==> src/gyro_angle_kalman_filter_core_macros.svh <==
// ----------------------------------------------------------------------------
// Gyro angle Kalman filter: assertion macros
// Clocked, reset-gated assertion wrappers used by the controller.
// ----------------------------------------------------------------------------
`ifndef GYRO_ANGLE_KALMAN_FILTER_CORE_MACROS_SVH
`define GYRO_ANGLE_KALMAN_FILTER_CORE_MACROS_SVH

// plain property, sampled on clk_i, off during reset
`define GAKF_ASSERT(lbl, prop, msg) \
  lbl: assert property (@(posedge clk_i) disable iff (!rst_ni) prop) else $error(msg);

// implication form: antecedent |-> consequent
`define GAKF_ASSERT_IMP(lbl, ante, cons, msg) \
  `GAKF_ASSERT(lbl, (ante) |-> (cons), msg)

`endif

==> src/gakf_pkg.sv <==
// ----------------------------------------------------------------------------
// Gyro angle Kalman filter: package
// Shared constants, micro-op codes and fixed-point helper functions.
// ----------------------------------------------------------------------------
`timescale 1ns / 1ps

package gakf_pkg;

  localparam int ANGLE_FRAC_BITS_DEF = 16;
  localparam int COV_FRAC_BITS_DEF   = 24;
  localparam int DT_FRAC_BITS        = 24;
  localparam int DIV_STEPS           = 33;

  // noise reset values in thousandths
  localparam longint NOISE_ANGLE_MILLI = 1;
  localparam longint NOISE_BIAS_MILLI  = 3;
  localparam longint NOISE_MEAS_MILLI  = 30;
  localparam longint ANGLE_RST_DEG     = 180;

  typedef enum logic [4:0] {
    OP_NONE,
    OP_RATE,
    OP_MUL_ANG,
    OP_MUL_P11,
    OP_MUL_Q00,
    OP_MUL_Q11,
    OP_PREP,
    OP_DIV_K0,
    OP_DIV_K1,
    OP_MUL_ANGC,
    OP_MUL_BIAS,
    OP_MUL_C0,
    OP_MUL_C1,
    OP_MUL_C2,
    OP_MUL_C3,
    OP_SET,
    OP_OUT
  } op_e;

  typedef struct packed {
    op_e op;
  } cmd_t;

  typedef struct packed {
    logic div_busy;
  } status_t;

  function automatic logic signed [31:0] sat32(input logic signed [71:0] v);
    logic signed [31:0] r;
    if (v > 72'sd2147483647) begin
      r = 32'sh7FFF_FFFF;
    end else if (v < -72'sd2147483648) begin
      r = 32'sh8000_0000;
    end else begin
      r = v[31:0];
    end
    return r;
  endfunction

  // product >> sh, rounded to nearest, halves away from zero
  function automatic logic signed [69:0] mul_rnd(input logic signed [69:0] p,
                                                 input int unsigned sh);
    logic [69:0] m;
    m = p[69] ? (~p + 70'd1) : p;
    m = (m + (70'd1 << (sh - 1))) >> sh;
    return p[69] ? signed'(~m + 70'd1) : signed'(m);
  endfunction

  // sign and saturate an unsigned quotient
  function automatic logic signed [31:0] div_fin(input logic [32:0] q, input logic neg);
    logic signed [31:0] r;
    if (q >= 33'h0_8000_0000) begin
      r = neg ? 32'sh8000_0000 : 32'sh7FFF_FFFF;
    end else begin
      r = neg ? signed'(~q[31:0] + 32'd1) : signed'(q[31:0]);
    end
    return r;
  endfunction

endpackage

==> src/gakf_ctrl.sv <==
// ----------------------------------------------------------------------------
// Gyro angle Kalman filter: controller
// Sequences the datapath micro-ops for one item and owns the handshakes.
// ----------------------------------------------------------------------------
`timescale 1ns / 1ps
`include "gyro_angle_kalman_filter_core_macros.svh"

module gakf_ctrl (
  input  logic              clk_i,
  input  logic              rst_ni,
  input  logic              accept_i,
  input  logic              opcode_i,
  input  logic              out_ready_i,
  input  gakf_pkg::status_t status_i,
  output logic              in_ready_o,
  output logic              out_valid_o,
  output gakf_pkg::cmd_t    cmd_o
);

  typedef enum logic [2:0] {
    ST_IDLE,
    ST_ISSUE,
    ST_GAP,
    ST_HOLD,
    ST_OUT_WAIT,
    ST_OUT
  } state_e;

  state_e         state_q;
  gakf_pkg::op_e  op_q;
  gakf_pkg::cmd_t cmd_q;
  logic           out_valid_q;

  function automatic gakf_pkg::op_e next_op(input gakf_pkg::op_e op);
    gakf_pkg::op_e n;
    unique case (op)
      gakf_pkg::OP_RATE:     n = gakf_pkg::OP_MUL_ANG;
      gakf_pkg::OP_MUL_ANG:  n = gakf_pkg::OP_MUL_P11;
      gakf_pkg::OP_MUL_P11:  n = gakf_pkg::OP_MUL_Q00;
      gakf_pkg::OP_MUL_Q00:  n = gakf_pkg::OP_MUL_Q11;
      gakf_pkg::OP_MUL_Q11:  n = gakf_pkg::OP_PREP;
      gakf_pkg::OP_PREP:     n = gakf_pkg::OP_DIV_K0;
      gakf_pkg::OP_DIV_K0:   n = gakf_pkg::OP_DIV_K1;
      gakf_pkg::OP_DIV_K1:   n = gakf_pkg::OP_MUL_ANGC;
      gakf_pkg::OP_MUL_ANGC: n = gakf_pkg::OP_MUL_BIAS;
      gakf_pkg::OP_MUL_BIAS: n = gakf_pkg::OP_MUL_C0;
      gakf_pkg::OP_MUL_C0:   n = gakf_pkg::OP_MUL_C1;
      gakf_pkg::OP_MUL_C1:   n = gakf_pkg::OP_MUL_C2;
      gakf_pkg::OP_MUL_C2:   n = gakf_pkg::OP_MUL_C3;
      default:               n = gakf_pkg::OP_NONE;
    endcase
    return n;
  endfunction

  always_ff @(posedge clk_i or negedge rst_ni) begin
    if (!rst_ni) begin
      state_q     <= ST_IDLE;
      op_q        <= gakf_pkg::OP_NONE;
      cmd_q       <= '{op: gakf_pkg::OP_NONE};
      out_valid_q <= 1'b0;
    end else begin
      if (out_valid_q && out_ready_i) begin
        out_valid_q <= 1'b0;
      end
      unique case (state_q)
        ST_IDLE: begin
          if (accept_i) begin
            op_q    <= opcode_i ? gakf_pkg::OP_SET : gakf_pkg::OP_RATE;
            state_q <= ST_ISSUE;
          end
        end
        ST_ISSUE: begin
          cmd_q   <= '{op: op_q};
          state_q <= ST_GAP;
        end
        ST_GAP: begin
          cmd_q   <= '{op: gakf_pkg::OP_NONE};
          state_q <= ST_HOLD;
        end
        ST_HOLD: begin
          // wait out the divider, then advance
          if (!status_i.div_busy) begin
            if (op_q == gakf_pkg::OP_SET || op_q == gakf_pkg::OP_MUL_C3) begin
              state_q <= ST_OUT_WAIT;
            end else begin
              op_q    <= next_op(op_q);
              state_q <= ST_ISSUE;
            end
          end
        end
        ST_OUT_WAIT: begin
          if (!out_valid_q || out_ready_i) begin
            cmd_q   <= '{op: gakf_pkg::OP_OUT};
            state_q <= ST_OUT;
          end
        end
        ST_OUT: begin
          cmd_q       <= '{op: gakf_pkg::OP_NONE};
          out_valid_q <= 1'b1;
          state_q     <= ST_IDLE;
        end
        default: state_q <= ST_IDLE;
      endcase
    end
  end

  assign in_ready_o  = (state_q == ST_IDLE);
  assign out_valid_o = out_valid_q;
  assign cmd_o       = cmd_q;

  `GAKF_ASSERT_IMP(a_cmd_pulse, cmd_q.op != gakf_pkg::OP_NONE, ##1 cmd_q.op == gakf_pkg::OP_NONE,
    "micro-op held longer than one cycle")
  `GAKF_ASSERT_IMP(a_idle_div, state_q == ST_IDLE, !status_i.div_busy,
    "divider busy while controller idle")
  `GAKF_ASSERT_IMP(a_out_rise, $rose(out_valid_q), $past(state_q == ST_OUT),
    "result raised outside the output step")

endmodule

==> config.mk <==
export PLATFORM = sky130hd
export DESIGN_NAME = gakf_ctrl
export DESIGN_NICKNAME = d
export VERILOG_FILES = /design/src/gakf_pkg.sv /design/src/gakf_ctrl.sv
export VERILOG_INCLUDE_DIRS = /design/src /design/src/src
export SDC_FILE = /design/constraint.sdc
export NUM_CORES = 1
export LEC_CHECK = 0
export BUFFER_PORTS_ARGS = -buffer_cell sky130_fd_sc_hd__buf_4
export CORE_UTILIZATION = 54
export CTS_CLUSTER_SIZE = 14
export DETAILED_ROUTE_END_ITERATION = 8
export PLACE_DENSITY_LB_ADDON = 0.15
export RECOVER_POWER = 25
export SLEW_MARGIN = 20
export SYNTH_ARGS = -nofsm -noshare
export SYNTH_HDL_FRONTEND = slang
export SYNTH_SLANG_ARGS = --single-unit
==> constraint.sdc <==
create_clock -name clk_i -period 1.9 [get_ports clk_i]
set_input_delay 0 -clock clk_i [delete_from_list [all_inputs] [get_ports clk_i]]
set_output_delay 0 -clock clk_i [all_outputs]
set_load 0.1 [all_outputs]
==> key figures <==
STA
  – Setup-failing EPs final: 0
  – Fin Setup TNS: 0 ps
  – Minimum clock period: 1720 ps
  – RSZ-0062 raised after global routing: no
  – Final Hold Fails: 0
  – Measured slew at the worst slew-check pin: 735 ps
  – Fmax: 0.583 GHz
  – Period utilization: 90.3%
  – Hold Slack: 18.7 ps
  – Final Worst Setup Slack: 184 ps
  – Relative slew slack: 51.0%
  – Max Slew Vio Count: 0
  – Layout Skew: 7.51 ps

Synth
  – Register bit total from synthesis: 13
  – Cell count after synthesis: 83
  – Synth area leaders: dfrtp_1 (39%), a22o_1 (10%), ha_1 (7.4%)
  – Synth area leader: dfrtp_1
  – Seq/Total Area, Yosys: 38.6%
  – Top-count cell post-synth: dfrtp_1
  – Top_reg_cell synth: dfrtp_1
  – Commonest cells in the synthesized netlist: dfrtp_1 (13), a22o_1 (10), nand2_1 (7), nor2_1 (7), ha_1 (5)
  – Synthesized Nets: 94
  – Share of the synthesized area in the top cell type: 38.6%
  – Synth unique cells: 30
  – Synthesized area: 842 sq um
  – Post-synth ARST share: 100%
  – Syn avg cell area: 10.1 sq um
  – YS warnings: 0
  – Post-synth EDFFs: 0

Power
  – Clock power frac: 9.8%
  – Pleak: 0.439 nW
  – Sequential Power Share: 33.5%
  – Gate power share: 56.7%
  – Switching Fraction: 52.2%
  – Design Power: 1.73 mW
  – PwrDens: 1830 mW/mm^2
  – Sw Pwr: 0.904 mW
  – Worst VDD drop: 1.04 mV
  – Internal: 0.827 mW

Worst setup path
  – Data required, critical path: 2120 ps
  – CP max stage cell: dfrtp_1
  – Worst Setup Start Kind: flop
  – Flop2flop setup slack: 180 ps
  – Reg2reg start: op_q[0]
  – CP Class: reg2reg
  – Critical Path Max Stage Delay: 460 ps
  – Critical path capture point type: flop
  – Critical Path, Cell by Cell: inv_1 -> ha_1 -> o211ai_4 -> a41oi_2 -> a311oi_2 -> a21o_1
  – Worst-path fanout max: 8
  – CP delay by family, top: compound AO/OA/AOI/OAI gates
  – R2R Path End: op_q[1]
  – Worst path bufs/invs: 1
  – CP arrival: 1940 ps
  – Worst Reg-to-Reg Cells: 6

Die
  – Core area: 0.00138 sq mm
  – Row count: 13
  – Die Ht: 41.5 microns
  – Initial Utilization: 60.9%
  – Die width: 41.5 microns
  – IO Count: 13
  – Die area: 0.00172 sq mm

Detailed routing
  – Detailed-routing wirelength on met1: 761 microns
  – Via count: 666
  – Post-route antenna net violation count: 0
  – WL met3: 68 microns
  – Drc violations: 0
  – DRT Pass-1 Iters: 4
  – Iteration-0 DRC Markers: 8
  – Vias/cell: 6.11
  – Met2 WL: 816 microns
  – WL/cell: 15.2 microns
  – Highest metal used: met4
  – Final WL: 1650 microns

Finish
  – Final cell count without fillers: 109
  – ANT cells: 0
  – Fin area: 947 sq um
  – Final Util: 68.5%
  – Layout cells sized above 1: 21.3%
  – Nets@finish: 106
  – Layout filler cell count: 119
  – Layout area overhead: 12.5%

Min path
  – Hold_sp: out_ready_i
  – WHS Path Cells: 3
  – Hold endpoint: out_valid_o
  – Worst min-delay path class: in2reg

Clock tree
  – Clock root buffer: clkbuf_4
  – Clock transition at the registers of the reported paths: 80 ps
  – Cts bufs inserted: 3
  – CTS hold repair buffers: 1
  – H-tree levels: 1
  – Post-CTS sizing: 0
  – Max Root-Sink Buffers: 2
  – Clock tree sinks: 13
  – Skew-Pair Late Insertion Delay: 270 ps
  – CTS tree: done
  – Postcts setup bufs: 0

Place
  – # port buffers: 12
  – Routability cong.: 0.804
  – Dpl hpwl: 1200 microns
  – Placed inst area: 915 sq um
  – DP Worst Slack: 204 ps
  – Cell count after placement: 104

GRT
  – Largest net degree at the start of global routing: 15
  – Initial antenna violation count: 0
  – GRT Util Overall: 21.1%
  – Vias in the first global route: 598
  – Gr ovfl total: 0
  – First-pass GRT wire length: 2740 microns

Run status
  – Status: complete, no violations

Flow run
  – Max-cap viol count: 0
[worst min-delay path: stages]
cell	delay, ps
buf_4	70
nand2b_1	130
nand2_1	50
[final cells by class]
type | count | area, sq um | area share, %
Tap cell | 15 | 18.8 | 1.98
Clock buffer | 4 | 26.3 | 2.77
Inverter | 2 | 7.51 | 0.793
Multi-Input combinational cell | 61 | 465 | 49.1
Sequential cell | 13 | 325 | 34.3
Timing Repair Buffer | 14 | 104 | 11.0
[routing by layer]
| metal | up-vias | GRT usage (%) |
|---|---|---|
| li1 | 326 | - |
| met1 | 320 | 25.4 |
| met2 | 18 | 34.4 |
| met3 | 2 | 5.65 |
| met4 | 0 | 11.0 |
| met5 | - | 0 |
[power groups by stage]
| stage | clock [mW] | sequential [mW] | combinational, mW |
|---|---|---|---|
| after floorplan | 0 | 0.682 | 0.724 |
| after global placement | 0 | 0.579 | 0.964 |
| after detailed placement | 0 | 0.580 | 0.983 |
| after CTS | 0.182 | 0.576 | 0.989 |
| after global routing | 0.192 | 0.597 | 1.06 |
| final | 0.169 | 0.579 | 0.982 |
[cell families (layout without fill, tap and decap cells)]
| group | Yosys count | after routing | synth area share [%] |
|---|---|---|---|
| xor+xnor | 1 | 1 | 1.04 |
| buf+inv | 9 | 20 | 6.69 |
| flops | 13 | 13 | 38.6 |
| mux | 1 | 1 | 1.19 |
| fa+ha+maj | 5 | 5 | 7.43 |
| compound gates | 28 | 28 | 28.1 |
| simple gates | 26 | 26 | 16.9 |
[state kept, by name, indices dropped and copies added (netlist names)]
| signal | count |
|---|---|
| cmd_o | 5 |
| op_q | 4 |
| out_valid_o | 1 |
| state_q | 3 |
[cell usage in the layout, fill, tap and decap left out, drive strengths merged, types with 2 or more instances in the layout]
master,count
ha,5
buf,12
dfrtp,13
nand2,7
inv,2
nor3,3
a21o,2
o21ai,4
nor2,7
nor2b,3
a22o,10
a21oi,4
clkbuf,5
[worst max-delay path by stage]
stage / startpoint / endpoint / depth (start not counted)
final: op_q[0] / op_q[1] / 6
after global routing: op_q[0] / op_q[1] / 6
after CTS: op_q[0] / op_q[1] / 6
after detailed placement: op_q[0] / op_q[1] / 6
after global placement: op_q[0] / op_q[1] / 6
after floorplan: state_q[1] / in_ready_o / 3
Power figures use the tool's default switching activity.
